**src/hdl/btga_pkg.sv**
```systemverilog
// ----------------------------------------------------------------------------
// btga_pkg
// Shared constants and types for the blocked tile gather address generator.
// ----------------------------------------------------------------------------
package btga_pkg;

    localparam int MAX_DIM_DEF  = 4096;
    localparam int MAX_TILE_DEF = 256;

    localparam int DEST_W     = 25;
    localparam int SRC_W      = 28;
    localparam int DIM_REG_W  = 13;
    localparam int TILE_REG_W = 9;
    localparam int STRIDE_W   = 16;
    localparam int CFG_IDX_W  = 3;
    localparam int CFG_DATA_W = 16;

    typedef enum logic [CFG_IDX_W-1:0] {
        CFG_TRANSPOSE  = 3'd0,
        CFG_ROWS       = 3'd1,
        CFG_COLS       = 3'd2,
        CFG_ROW_STRIDE = 3'd3,
        CFG_TILE_ROWS  = 3'd4,
        CFG_TILE_COLS  = 3'd5
    } t_cfg_idx;

    typedef struct packed {
        logic in_range;
        logic last;
        logic stride_error;
    } t_flags;

endpackage

```
**src/hdl/btga_cfg.sv**
```systemverilog
// ----------------------------------------------------------------------------
// btga_cfg
// Configuration registers, size clamping and leading dimension check.
// ----------------------------------------------------------------------------
module btga_cfg #(
    parameter int MAX_DIM  = btga_pkg::MAX_DIM_DEF,
    parameter int MAX_TILE = btga_pkg::MAX_TILE_DEF,
    localparam int DIM_W   = $clog2(MAX_DIM + 1),
    localparam int TSZ_W   = $clog2(MAX_TILE + 1)
) (
    input  logic                                i_clk,
    input  logic                                i_rst_n,
    input  logic                                i_cfg_valid,
    output logic                                o_cfg_ready,
    input  logic [btga_pkg::CFG_IDX_W-1:0]      i_cfg_index,
    input  logic [btga_pkg::CFG_DATA_W-1:0]     i_cfg_data,
    output logic                                o_transpose,
    output logic [DIM_W-1:0]                    o_rows,
    output logic [DIM_W-1:0]                    o_cols,
    output logic [btga_pkg::STRIDE_W-1:0]       o_row_stride,
    output logic [TSZ_W-1:0]                    o_tile_rows,
    output logic [TSZ_W-1:0]                    o_tile_cols,
    output logic                                o_stride_err
);

    localparam int DCW = (DIM_W > btga_pkg::DIM_REG_W) ? DIM_W : btga_pkg::DIM_REG_W;
    localparam int TCW = (TSZ_W > btga_pkg::TILE_REG_W) ? TSZ_W : btga_pkg::TILE_REG_W;
    localparam int SCW = (DIM_W > btga_pkg::STRIDE_W) ? DIM_W : btga_pkg::STRIDE_W;

    logic                                r_transpose;
    logic [btga_pkg::DIM_REG_W-1:0]      r_rows;
    logic [btga_pkg::DIM_REG_W-1:0]      r_cols;
    logic [btga_pkg::STRIDE_W-1:0]       r_row_stride;
    logic [btga_pkg::TILE_REG_W-1:0]     r_tile_rows;
    logic [btga_pkg::TILE_REG_W-1:0]     r_tile_cols;
    logic [DCW-1:0]                      rows_x;
    logic [DCW-1:0]                      cols_x;
    logic [TCW-1:0]                      trows_x;
    logic [TCW-1:0]                      tcols_x;
    logic [DIM_W-1:0]                    need;

    assign o_cfg_ready = 1'b1;

    always_ff @(posedge i_clk) begin
        if (!i_rst_n) begin
            r_transpose  <= 1'b0;
            r_rows       <= btga_pkg::DIM_REG_W'(1);
            r_cols       <= btga_pkg::DIM_REG_W'(1);
            r_row_stride <= btga_pkg::STRIDE_W'(1);
            r_tile_rows  <= btga_pkg::TILE_REG_W'(1);
            r_tile_cols  <= btga_pkg::TILE_REG_W'(1);
        end else if (i_cfg_valid) begin
            case (i_cfg_index)
                btga_pkg::CFG_TRANSPOSE:  r_transpose  <= i_cfg_data[0];
                btga_pkg::CFG_ROWS:       r_rows       <= i_cfg_data[btga_pkg::DIM_REG_W-1:0];
                btga_pkg::CFG_COLS:       r_cols       <= i_cfg_data[btga_pkg::DIM_REG_W-1:0];
                btga_pkg::CFG_ROW_STRIDE: r_row_stride <= i_cfg_data[btga_pkg::STRIDE_W-1:0];
                btga_pkg::CFG_TILE_ROWS:  r_tile_rows  <= i_cfg_data[btga_pkg::TILE_REG_W-1:0];
                btga_pkg::CFG_TILE_COLS:  r_tile_cols  <= i_cfg_data[btga_pkg::TILE_REG_W-1:0];
                default: ;
            endcase
        end
    end

    assign rows_x  = DCW'(r_rows);
    assign cols_x  = DCW'(r_cols);
    assign trows_x = TCW'(r_tile_rows);
    assign tcols_x = TCW'(r_tile_cols);

    always_comb begin
        if (rows_x == '0)                 o_rows = DIM_W'(1);
        else if (rows_x > DCW'(MAX_DIM))  o_rows = DIM_W'(MAX_DIM);
        else                              o_rows = DIM_W'(rows_x);

        if (cols_x == '0)                 o_cols = DIM_W'(1);
        else if (cols_x > DCW'(MAX_DIM))  o_cols = DIM_W'(MAX_DIM);
        else                              o_cols = DIM_W'(cols_x);

        if (trows_x == '0)                   o_tile_rows = TSZ_W'(1);
        else if (trows_x > TCW'(MAX_TILE))   o_tile_rows = TSZ_W'(MAX_TILE);
        else                                 o_tile_rows = TSZ_W'(trows_x);

        if (tcols_x == '0)                   o_tile_cols = TSZ_W'(1);
        else if (tcols_x > TCW'(MAX_TILE))   o_tile_cols = TSZ_W'(MAX_TILE);
        else                                 o_tile_cols = TSZ_W'(tcols_x);
    end

    assign need         = r_transpose ? o_rows : o_cols;
    assign o_stride_err = SCW'(r_row_stride) < SCW'(need);
    assign o_transpose  = r_transpose;
    assign o_row_stride = r_row_stride;

endmodule

```
**src/hdl/btga_walker.sv**
```systemverilog
// ----------------------------------------------------------------------------
// btga_walker
// Tile walk counters and position register: one position per accepted step.
// ----------------------------------------------------------------------------
module btga_walker #(
    parameter int MAX_DIM  = btga_pkg::MAX_DIM_DEF,
    parameter int MAX_TILE = btga_pkg::MAX_TILE_DEF,
    localparam int DIM_W   = $clog2(MAX_DIM + 1),
    localparam int TSZ_W   = $clog2(MAX_TILE + 1),
    localparam int R_W     = $clog2(MAX_DIM + MAX_TILE)
) (
    input  logic                          i_clk,
    input  logic                          i_rst_n,
    input  logic                          i_valid,
    output logic                          o_ready,
    input  logic                          i_restart,
    input  logic [DIM_W-1:0]              i_rows,
    input  logic [DIM_W-1:0]              i_cols,
    input  logic [TSZ_W-1:0]              i_tile_rows,
    input  logic [TSZ_W-1:0]              i_tile_cols,
    input  logic                          i_stride_err,
    output logic                          o_valid,
    input  logic                          i_ready,
    output logic [R_W-1:0]                o_row,
    output logic [R_W-1:0]                o_col,
    output logic [btga_pkg::DEST_W-1:0]   o_dest,
    output btga_pkg::t_flags              o_flags
);

    localparam int TILE_W = $clog2(MAX_TILE);
    localparam int BASE_W = $clog2(MAX_DIM);

    logic [BASE_W-1:0]            r_row_base, n_row_base;
    logic [BASE_W-1:0]            r_col_base, n_col_base;
    logic [TILE_W-1:0]            r_in_row,   n_in_row;
    logic [TILE_W-1:0]            r_in_col,   n_in_col;
    logic [btga_pkg::DEST_W-1:0]  r_dest_cnt, n_dest_cnt;
    logic                         r_done,     n_done;

    logic                         r_valid;
    logic [R_W-1:0]               r_row,  n_row;
    logic [R_W-1:0]               r_col,  n_col;
    logic [btga_pkg::DEST_W-1:0]  r_dest, n_dest;
    btga_pkg::t_flags             r_flags, n_flags;

    logic [BASE_W-1:0]            cur_row_base;
    logic [BASE_W-1:0]            cur_col_base;
    logic [TILE_W-1:0]            cur_in_row;
    logic [TILE_W-1:0]            cur_in_col;
    logic [btga_pkg::DEST_W-1:0]  cur_dest_cnt;
    logic                         cur_done;
    logic [R_W-1:0]               pos_row;
    logic [R_W-1:0]               pos_col;
    logic [R_W-1:0]               next_row_base;
    logic [R_W-1:0]               next_col_base;
    logic                         end_row;
    logic                         end_tile_row;
    logic                         end_tile_col;
    logic                         end_rows;
    logic                         accept;

    assign o_ready = !r_valid || i_ready;
    assign accept  = i_valid && o_ready;

    always_comb begin
        cur_row_base = i_restart ? '0 : r_row_base;
        cur_col_base = i_restart ? '0 : r_col_base;
        cur_in_row   = i_restart ? '0 : r_in_row;
        cur_in_col   = i_restart ? '0 : r_in_col;
        cur_dest_cnt = i_restart ? '0 : r_dest_cnt;
        cur_done     = i_restart ? 1'b0 : r_done;

        pos_row       = R_W'(cur_row_base) + R_W'(cur_in_row);
        pos_col       = R_W'(cur_col_base) + R_W'(cur_in_col);
        next_row_base = R_W'(cur_row_base) + R_W'(i_tile_rows);
        next_col_base = R_W'(cur_col_base) + R_W'(i_tile_cols);

        end_row      = ((TILE_W+1)'(cur_in_col) + (TILE_W+1)'(1)) >= (TILE_W+1)'(i_tile_cols);
        end_tile_row = ((TILE_W+1)'(cur_in_row) + (TILE_W+1)'(1)) >= (TILE_W+1)'(i_tile_rows);
        end_tile_col = next_col_base >= R_W'(i_cols);
        end_rows     = next_row_base >= R_W'(i_rows);

        n_row_base = r_row_base;
        n_col_base = r_col_base;
        n_in_row   = r_in_row;
        n_in_col   = r_in_col;
        n_dest_cnt = r_dest_cnt;
        n_done     = r_done;

        n_row   = '0;
        n_col   = '0;
        n_dest  = '0;
        n_flags = '0;

        if (i_stride_err) begin
            n_flags.stride_error = 1'b1;
        end else if (cur_done) begin
            n_done = 1'b1;
        end else begin
            n_row            = pos_row;
            n_col            = pos_col;
            n_dest           = cur_dest_cnt;
            n_flags.in_range = (pos_row < R_W'(i_rows)) && (pos_col < R_W'(i_cols));
            n_flags.last     = end_row && end_tile_row && end_tile_col && end_rows;

            n_dest_cnt = cur_dest_cnt + btga_pkg::DEST_W'(1);
            n_row_base = cur_row_base;
            n_col_base = cur_col_base;
            n_in_row   = cur_in_row;
            n_in_col   = cur_in_col;
            n_done     = 1'b0;
            if (!end_row) begin
                n_in_col = cur_in_col + TILE_W'(1);
            end else begin
                n_in_col = '0;
                if (!end_tile_row) begin
                    n_in_row = cur_in_row + TILE_W'(1);
                end else begin
                    n_in_row = '0;
                    if (!end_tile_col) begin
                        n_col_base = next_col_base[BASE_W-1:0];
                    end else begin
                        n_col_base = '0;
                        if (!end_rows) begin
                            n_row_base = next_row_base[BASE_W-1:0];
                        end else begin
                            n_row_base = '0;
                            n_done     = 1'b1;
                        end
                    end
                end
            end
        end
    end

    always_ff @(posedge i_clk) begin
        if (!i_rst_n) begin
            r_row_base <= '0;
            r_col_base <= '0;
            r_in_row   <= '0;
            r_in_col   <= '0;
            r_dest_cnt <= '0;
            r_done     <= 1'b0;
            r_valid    <= 1'b0;
        end else begin
            if (accept) begin
                r_row_base <= n_row_base;
                r_col_base <= n_col_base;
                r_in_row   <= n_in_row;
                r_in_col   <= n_in_col;
                r_dest_cnt <= n_dest_cnt;
                r_done     <= n_done;
            end
            if (o_ready) begin
                r_valid <= i_valid;
            end
        end
    end

    always_ff @(posedge i_clk) begin
        if (accept) begin
            r_row   <= n_row;
            r_col   <= n_col;
            r_dest  <= n_dest;
            r_flags <= n_flags;
        end
    end

    assign o_valid = r_valid;
    assign o_row   = r_row;
    assign o_col   = r_col;
    assign o_dest  = r_dest;
    assign o_flags = r_flags;

endmodule

```
**src/hdl/btga_addr.sv**
```systemverilog
// ----------------------------------------------------------------------------
// btga_addr
// Source index multiply-add and result register.
// ----------------------------------------------------------------------------
module btga_addr #(
    parameter int MAX_DIM  = btga_pkg::MAX_DIM_DEF,
    parameter int MAX_TILE = btga_pkg::MAX_TILE_DEF,
    localparam int R_W     = $clog2(MAX_DIM + MAX_TILE)
) (
    input  logic                          i_clk,
    input  logic                          i_rst_n,
    input  logic                          i_valid,
    output logic                          o_ready,
    input  logic [R_W-1:0]                i_row,
    input  logic [R_W-1:0]                i_col,
    input  logic [btga_pkg::DEST_W-1:0]   i_dest,
    input  btga_pkg::t_flags              i_flags,
    input  logic                          i_transpose,
    input  logic [btga_pkg::STRIDE_W-1:0] i_row_stride,
    output logic                          o_valid,
    input  logic                          i_ready,
    output logic [btga_pkg::DEST_W-1:0]   o_dest_index,
    output logic [btga_pkg::SRC_W-1:0]    o_source_index,
    output btga_pkg::t_flags              o_flags
);

    localparam int PW = R_W + btga_pkg::STRIDE_W + 1;

    logic                          r_valid;
    logic [btga_pkg::DEST_W-1:0]   r_dest;
    logic [btga_pkg::SRC_W-1:0]    r_src, n_src;
    btga_pkg::t_flags              r_flags;
    logic [R_W-1:0]                mul_a;
    logic [R_W-1:0]                add_b;
    logic [PW-1:0]                 sum;

    assign o_ready = !r_valid || i_ready;

    assign mul_a = i_transpose ? i_col : i_row;
    assign add_b = i_transpose ? i_row : i_col;
    assign sum   = PW'(mul_a) * PW'(i_row_stride) + PW'(add_b);
    assign n_src = i_flags.in_range ? btga_pkg::SRC_W'(sum) : '0;

    always_ff @(posedge i_clk) begin
        if (!i_rst_n) begin
            r_valid <= 1'b0;
        end else if (o_ready) begin
            r_valid <= i_valid;
        end
    end

    always_ff @(posedge i_clk) begin
        if (i_valid && o_ready) begin
            r_dest  <= i_dest;
            r_src   <= n_src;
            r_flags <= i_flags;
        end
    end

    assign o_valid        = r_valid;
    assign o_dest_index   = r_dest;
    assign o_source_index = r_src;
    assign o_flags        = r_flags;

endmodule

```
**src/hdl/blocked_tile_gather_addresses.sv**
```systemverilog
// ----------------------------------------------------------------------------
// blocked_tile_gather_addresses
// Address generator for copying a row-major matrix into a tiled buffer.
//
// Each transaction on the input channel (i_in_valid/o_in_ready) carries one
// restart bit and yields exactly one result transaction on the output channel
// (o_out_valid/i_out_ready): destination index, source index, in-range,
// last and stride-error flags. Restart 1 begins the walk at the first
// position; restart 0 gives the current position and advances, unless the
// walk has ended or the stride is too short. The walk counters and position
// register form the first stage, the source multiply-add and result register
// the second. Throughput is one transaction per cycle while the receiver
// does not stall; when it stalls, the two stages fill, o_in_ready falls and
// no result is dropped. Reset clears the walk to the first position, empties
// the pipeline and loads the registers with transpose 0 and all sizes 1. The
// configuration channel (i_cfg_valid/o_cfg_ready) is always ready; the user
// must write it only while the block is idle; the block does not check.
// ----------------------------------------------------------------------------
module blocked_tile_gather_addresses #(
    parameter int MAX_DIM  = btga_pkg::MAX_DIM_DEF,
    parameter int MAX_TILE = btga_pkg::MAX_TILE_DEF
) (
    input  logic                            i_clk,
    input  logic                            i_rst_n,
    input  logic                            i_cfg_valid,
    output logic                            o_cfg_ready,
    input  logic [btga_pkg::CFG_IDX_W-1:0]  i_cfg_index,
    input  logic [btga_pkg::CFG_DATA_W-1:0] i_cfg_data,
    input  logic                            i_in_valid,
    output logic                            o_in_ready,
    input  logic                            i_restart,
    output logic                            o_out_valid,
    input  logic                            i_out_ready,
    output logic [btga_pkg::DEST_W-1:0]     o_dest_index,
    output logic [btga_pkg::SRC_W-1:0]      o_source_index,
    output logic                            o_in_range,
    output logic                            o_last,
    output logic                            o_stride_error
);

    localparam int DIM_W = $clog2(MAX_DIM + 1);
    localparam int TSZ_W = $clog2(MAX_TILE + 1);
    localparam int R_W   = $clog2(MAX_DIM + MAX_TILE);

    logic                           transpose;
    logic [DIM_W-1:0]               rows;
    logic [DIM_W-1:0]               cols;
    logic [btga_pkg::STRIDE_W-1:0]  row_stride;
    logic [TSZ_W-1:0]               tile_rows;
    logic [TSZ_W-1:0]               tile_cols;
    logic                           stride_err;

    logic                           pos_valid;
    logic                           pos_ready;
    logic [R_W-1:0]                 pos_row;
    logic [R_W-1:0]                 pos_col;
    logic [btga_pkg::DEST_W-1:0]    pos_dest;
    btga_pkg::t_flags               pos_flags;
    btga_pkg::t_flags               out_flags;

    btga_cfg #(
        .MAX_DIM  (MAX_DIM),
        .MAX_TILE (MAX_TILE)
    ) u_cfg (
        .i_clk        (i_clk),
        .i_rst_n      (i_rst_n),
        .i_cfg_valid  (i_cfg_valid),
        .o_cfg_ready  (o_cfg_ready),
        .i_cfg_index  (i_cfg_index),
        .i_cfg_data   (i_cfg_data),
        .o_transpose  (transpose),
        .o_rows       (rows),
        .o_cols       (cols),
        .o_row_stride (row_stride),
        .o_tile_rows  (tile_rows),
        .o_tile_cols  (tile_cols),
        .o_stride_err (stride_err)
    );

    btga_walker #(
        .MAX_DIM  (MAX_DIM),
        .MAX_TILE (MAX_TILE)
    ) u_walker (
        .i_clk        (i_clk),
        .i_rst_n      (i_rst_n),
        .i_valid      (i_in_valid),
        .o_ready      (o_in_ready),
        .i_restart    (i_restart),
        .i_rows       (rows),
        .i_cols       (cols),
        .i_tile_rows  (tile_rows),
        .i_tile_cols  (tile_cols),
        .i_stride_err (stride_err),
        .o_valid      (pos_valid),
        .i_ready      (pos_ready),
        .o_row        (pos_row),
        .o_col        (pos_col),
        .o_dest       (pos_dest),
        .o_flags      (pos_flags)
    );

    btga_addr #(
        .MAX_DIM  (MAX_DIM),
        .MAX_TILE (MAX_TILE)
    ) u_addr (
        .i_clk          (i_clk),
        .i_rst_n        (i_rst_n),
        .i_valid        (pos_valid),
        .o_ready        (pos_ready),
        .i_row          (pos_row),
        .i_col          (pos_col),
        .i_dest         (pos_dest),
        .i_flags        (pos_flags),
        .i_transpose    (transpose),
        .i_row_stride   (row_stride),
        .o_valid        (o_out_valid),
        .i_ready        (i_out_ready),
        .o_dest_index   (o_dest_index),
        .o_source_index (o_source_index),
        .o_flags        (out_flags)
    );

    assign o_in_range     = out_flags.in_range;
    assign o_last         = out_flags.last;
    assign o_stride_error = out_flags.stride_error;

endmodule

```
**config.mk**
```make
export PLATFORM = sky130hd
export DESIGN_NAME = blocked_tile_gather_addresses
export DESIGN_NICKNAME = d
export VERILOG_FILES = /design/src/hdl/btga_pkg.sv /design/src/hdl/btga_cfg.sv /design/src/hdl/btga_walker.sv /design/src/hdl/btga_addr.sv /design/src/hdl/blocked_tile_gather_addresses.sv
export SDC_FILE = /design/constraint.sdc
export NUM_CORES = 1
export LEC_CHECK = 0
export BUFFER_PORTS_ARGS = -buffer_cell sky130_fd_sc_hd__buf_2
export CAP_MARGIN = 15
export CORE_MARGIN = 3
export CORE_UTILIZATION = 58
export CTS_CLUSTER_DIAMETER = 80
export DETAILED_ROUTE_END_ITERATION = 8
export GPL_TIMING_DRIVEN = 1
export PLACE_DENSITY_LB_ADDON = 0.15
export SKIP_CTS_REPAIR_TIMING = 1
export SYNTH_ARGS = -nofsm -noshare
export SYNTH_HDL_FRONTEND = slang
export SYNTH_HIERARCHICAL = 1
export SYNTH_SLANG_ARGS = --single-unit
```
**constraint.sdc**
```tcl
create_clock -name i_clk -period 6.75 [get_ports i_clk]
set_clock_uncertainty 0.05 [all_clocks]
set_input_delay 0.675 -clock i_clk [delete_from_list [all_inputs] [get_ports i_clk]]
set_output_delay 0.675 -clock i_clk [all_outputs]
set_load 0.005 [all_outputs]
```
==> results_dict.tcl <==
set metrics [dict create \
    status "completed" \
    synth_area_mm2 0.0217 \
    cp_common_cell "fa_1" \
    dp_hpwl_um 42400 \
    wl_per_cell_um 18.3 \
    yosysSeqAreaShare_pct 27.2 \
    hold_violations 0 \
    syn-num-nets 2812 \
    setup_viol 0 \
    utilization_pct 65.2 \
    synthFlopType "dfxtp_1" \
    crit_fanout 6 \
    antenna_cells 0 \
    critPathBufInv 6 \
    cts_tree "yes" \
    synth_cells 2429 \
    timing.final.crit_period_ns 6.59 \
    post-synth-top-count-cell "nand2_1" \
    tightest_slew_ns 0.926 \
    core-area_mm2 0.0367 \
    worst_path_dominant_cell_family "adder cells" \
    relSlewSlack_pct 38.2 \
    setup.worst_path.class "reg -> reg" \
    fp.dieW_um 199 \
    yosys.area.top_type "edfxtp_1" \
    crit_path_end "u_addr/o_source_index[27]$_SDFFCE_PN0P_" \
    initial_utilization_pct 59.1 \
    maxCapViolCount 0 \
    yosysWarnings 6 \
    io_buffers 82 \
    cp_slowest_cell "fa_1" \
    critPathLaunch "u_cfg/o_transpose$_SDFFE_PN0P_" \
    numCtsBuffers 29 \
    r2r_end "u_addr/o_source_index[27]$_SDFFCE_PN0P_" \
    grt_pass1_wl_um 87700 \
    grt_usage_pct 27.6 \
    yosys-top-cells-count "324 x nand2_1, 251 x inv_1, 196 x ha_1" \
    rows 70 \
    ys_types 91 \
    reg2reg_from "u_cfg/o_transpose$_SDFFE_PN0P_" \
    drv_slew 0 \
    min_path_type "in -> reg" \
    area_growth_pct 10.5 \
    ys_async_sr_fraction_pct 0 \
    start_kind "flop" \
    fin_nets 2872 \
    grt_max_degree 76 \
    insertion_delay_ns 0.58 \
    synthTopCellsByArea "edfxtp_1 15%, fa_1 15%, dfxtp_1 12%, ha_1 11%, nand2_1 5.6%" \
    dieHeight_um 199 \
    synth-seq-cells 239 \
    max-clock-path-buffers 3 \
    max_stage_delay_ns 0.56 \
    drt_iter0_markers 1195 \
    die_area_mm2 0.0397 \
    total_power_w 0.00399 \
    cp_cell_sequence "mux2i_4, nor2b_2, fa_1, inv_1, fa_1, inv_1, fa_1, inv_1, fa_1, inv_1, fa_1, inv_1, fa_1, inv_2, ha_4, nand3_2, nor2_2, a311oi_2, or4_4, a31oi_4, a41oi_2, or4_1, nand3_1" \
    post_dp_cell_area_mm2 0.0227 \
    synth_edf_count 110 \
    h-tree-depth 1 \
    cp_data_arrival_time_ns 6.98 \
    r2r_slack_ns 0.16 \
    required_ns 7.14 \
    fill_cells 3021 \
    layout-drive-gt1-share_pct 10.8 \
    ir_drop_uv 190 \
    num_io_pins 84 \
    wl_um 54600 \
    end_kind "flop" \
    route.detailed.drc 0 \
    gp_congestion 0.931 \
    rr_worst_depth 23 \
    drt_first_pass_iters 6 \
    antenna_found_initial 1 \
    via_per_inst 5.79 \
    post-route-period-util_pct 97.7 \
    worstSetupPathDepth 23 \
    numClockSinks 239 \
    power_leakage_nw 10.4 \
    gr-total-overflow 0 \
    finalInstanceArea_mm2 0.0239 \
    clkSlewWorstSetupHoldPaths_ns 0.06 \
    vias 17300 \
    grt_pass1_vias 16700 \
    synth_area_per_cell_um2 8.92 \
    fin_setup_tns_ns 0 \
    cts_root_buffer "clkbuf_16" \
    fmax_mhz 152 \
    powerDensity_mw_per_mm2 167 \
    ant_nets 0 \
    yosys.area.top_type_share_pct 15.2 \
]
==> cells by family (layout without fill, tap and decap cells) <==
group	after synthesis	count (layout)	synth area share [%]
and+or+nand+nor	926	926	21.7
AOI/OAI and AO/OA	385	385	12.1
adders and majority gates	363	363	26.5
buffers and inverters	375	458	6.59
xor gates and xnor gates	98	98	3.96
DFF	239	239	27.2
muxes	42	42	2.03
other	1	1	0.0173
==> power by group <==
part | internal, W | switching [W]
logic | 0.000264 | 0.000448
registers | 0.00158 | 0.0000311
clock network | 0.000999 | 0.000677
total | 0.00284 | 0.00116
==> tightest hold or removal path: cells and delay by family <==
| kind | cells | cell delay [ns] |
|---|---|---|
| buffers and inverters | 1 | 0.09 |
| AOI/OAI and AO/OA | 1 | 0.05 |
| and+or+nand+nor | 1 | 0.04 |
==> flip-flops by register name (all words and copies together), names as in the netlist, 3 cells and up <==
signal / cells
u_walker/o_flags: 3
u_cfg/r_tile_rows: 9
u_cfg/o_row_stride: 16
u_walker/r_col_base: 12
u_cfg/r_tile_cols: 9
u_walker/o_dest: 25
u_walker/r_in_row: 8
u_walker/r_in_col: 8
u_walker/r_dest_cnt: 25
u_walker/r_row_base: 12
u_addr/o_flags: 3
u_walker/o_col: 13
u_addr/o_dest_index: 25
u_cfg/r_rows: 13
u_cfg/cols_x: 13
u_addr/o_source_index: 28
u_walker/o_row: 13
==> cell usage in the layout (no fill, tap or decap), drive strengths merged, types with 26 or more instances in the layout <==
| master | instances |
|---|---|
| buf | 150 |
| dfxtp | 129 |
| fa | 162 |
| nand2b | 27 |
| ha | 196 |
| inv | 260 |
| a21oi | 77 |
| mux2i | 26 |
| nand3 | 49 |
| and2 | 112 |
| nor2b | 122 |
| o21ai | 75 |
| edfxtp | 110 |
| and3 | 45 |
| nand2 | 324 |
| nor2 | 136 |
| a21boi | 60 |
| xnor2 | 66 |
| nor3 | 38 |
| xor2 | 32 |
| clkbuf | 32 |
==> layer usage <==
| metal | up-vias | GRT usage, % | part of all wire, % |
|---|---|---|---|
| met4 | 2 | 8.69 | 3.0 |
| met1 | 8286 | 39.2 | 45 |
| li1 | 8312 | - | - |
| met2 | 567 | 43.9 | 45 |
| met3 | 92 | 4.06 | 6.8 |
| met5 | - | 0 | 0.099 |
==> worst min path at each step <==
| stage | start | depth (start not counted) | slack [ns] | endpoint |
|---|---|---|---|---|
| floorplan | u_walker/o_dest[0]$_SDFFCE_PP0P_ | 0 | 0.35 | u_addr/o_dest_index[0]$_DFFE_PP_ |
| global placement | u_walker/o_dest[9]$_SDFFCE_PP0P_ | 0 | 0.35 | u_addr/o_dest_index[9]$_DFFE_PP_ |
| detailed placement | u_walker/o_dest[9]$_SDFFCE_PP0P_ | 0 | 0.35 | u_addr/o_dest_index[9]$_DFFE_PP_ |
| CTS | i_cfg_data[14] | 3 | 0.26 | u_cfg/o_row_stride[14]$_SDFFE_PN0P_ |
| global route | i_cfg_data[15] | 3 | 0.27 | u_cfg/o_row_stride[15]$_SDFFE_PN0P_ |
| finish | i_cfg_data[14] | 3 | 0.28 | u_cfg/o_row_stride[14]$_SDFFE_PN0P_ |
==> final cells by class <==
class | instances | area (µm²) | share of cell area (%)
clock buffers | 32 | 768 | 3.21
clock inverters | 22 | 288 | 1.20
inverters | 254 | 953 | 3.98
multi-input cells | 1815 | 14500 | 60.6
flip-flops and latches | 239 | 5890 | 24.6
well taps | 468 | 586 | 2.45
repair buffers | 150 | 958 | 4.00
==> per-stage QoR <==
stage	instances	setup WS [ns]	hold slack (ns)
finish	2980	0.157	0.277
floorplan	2429	0.0235	0.350
global placement	2915	0.145	0.353
detailed placement	2915	-0.0192	0.355
CTS	2969	-0.0421	0.256
global route	2980	-0.0187	0.271
Note: power is estimated with default switching activity, not from simulation.
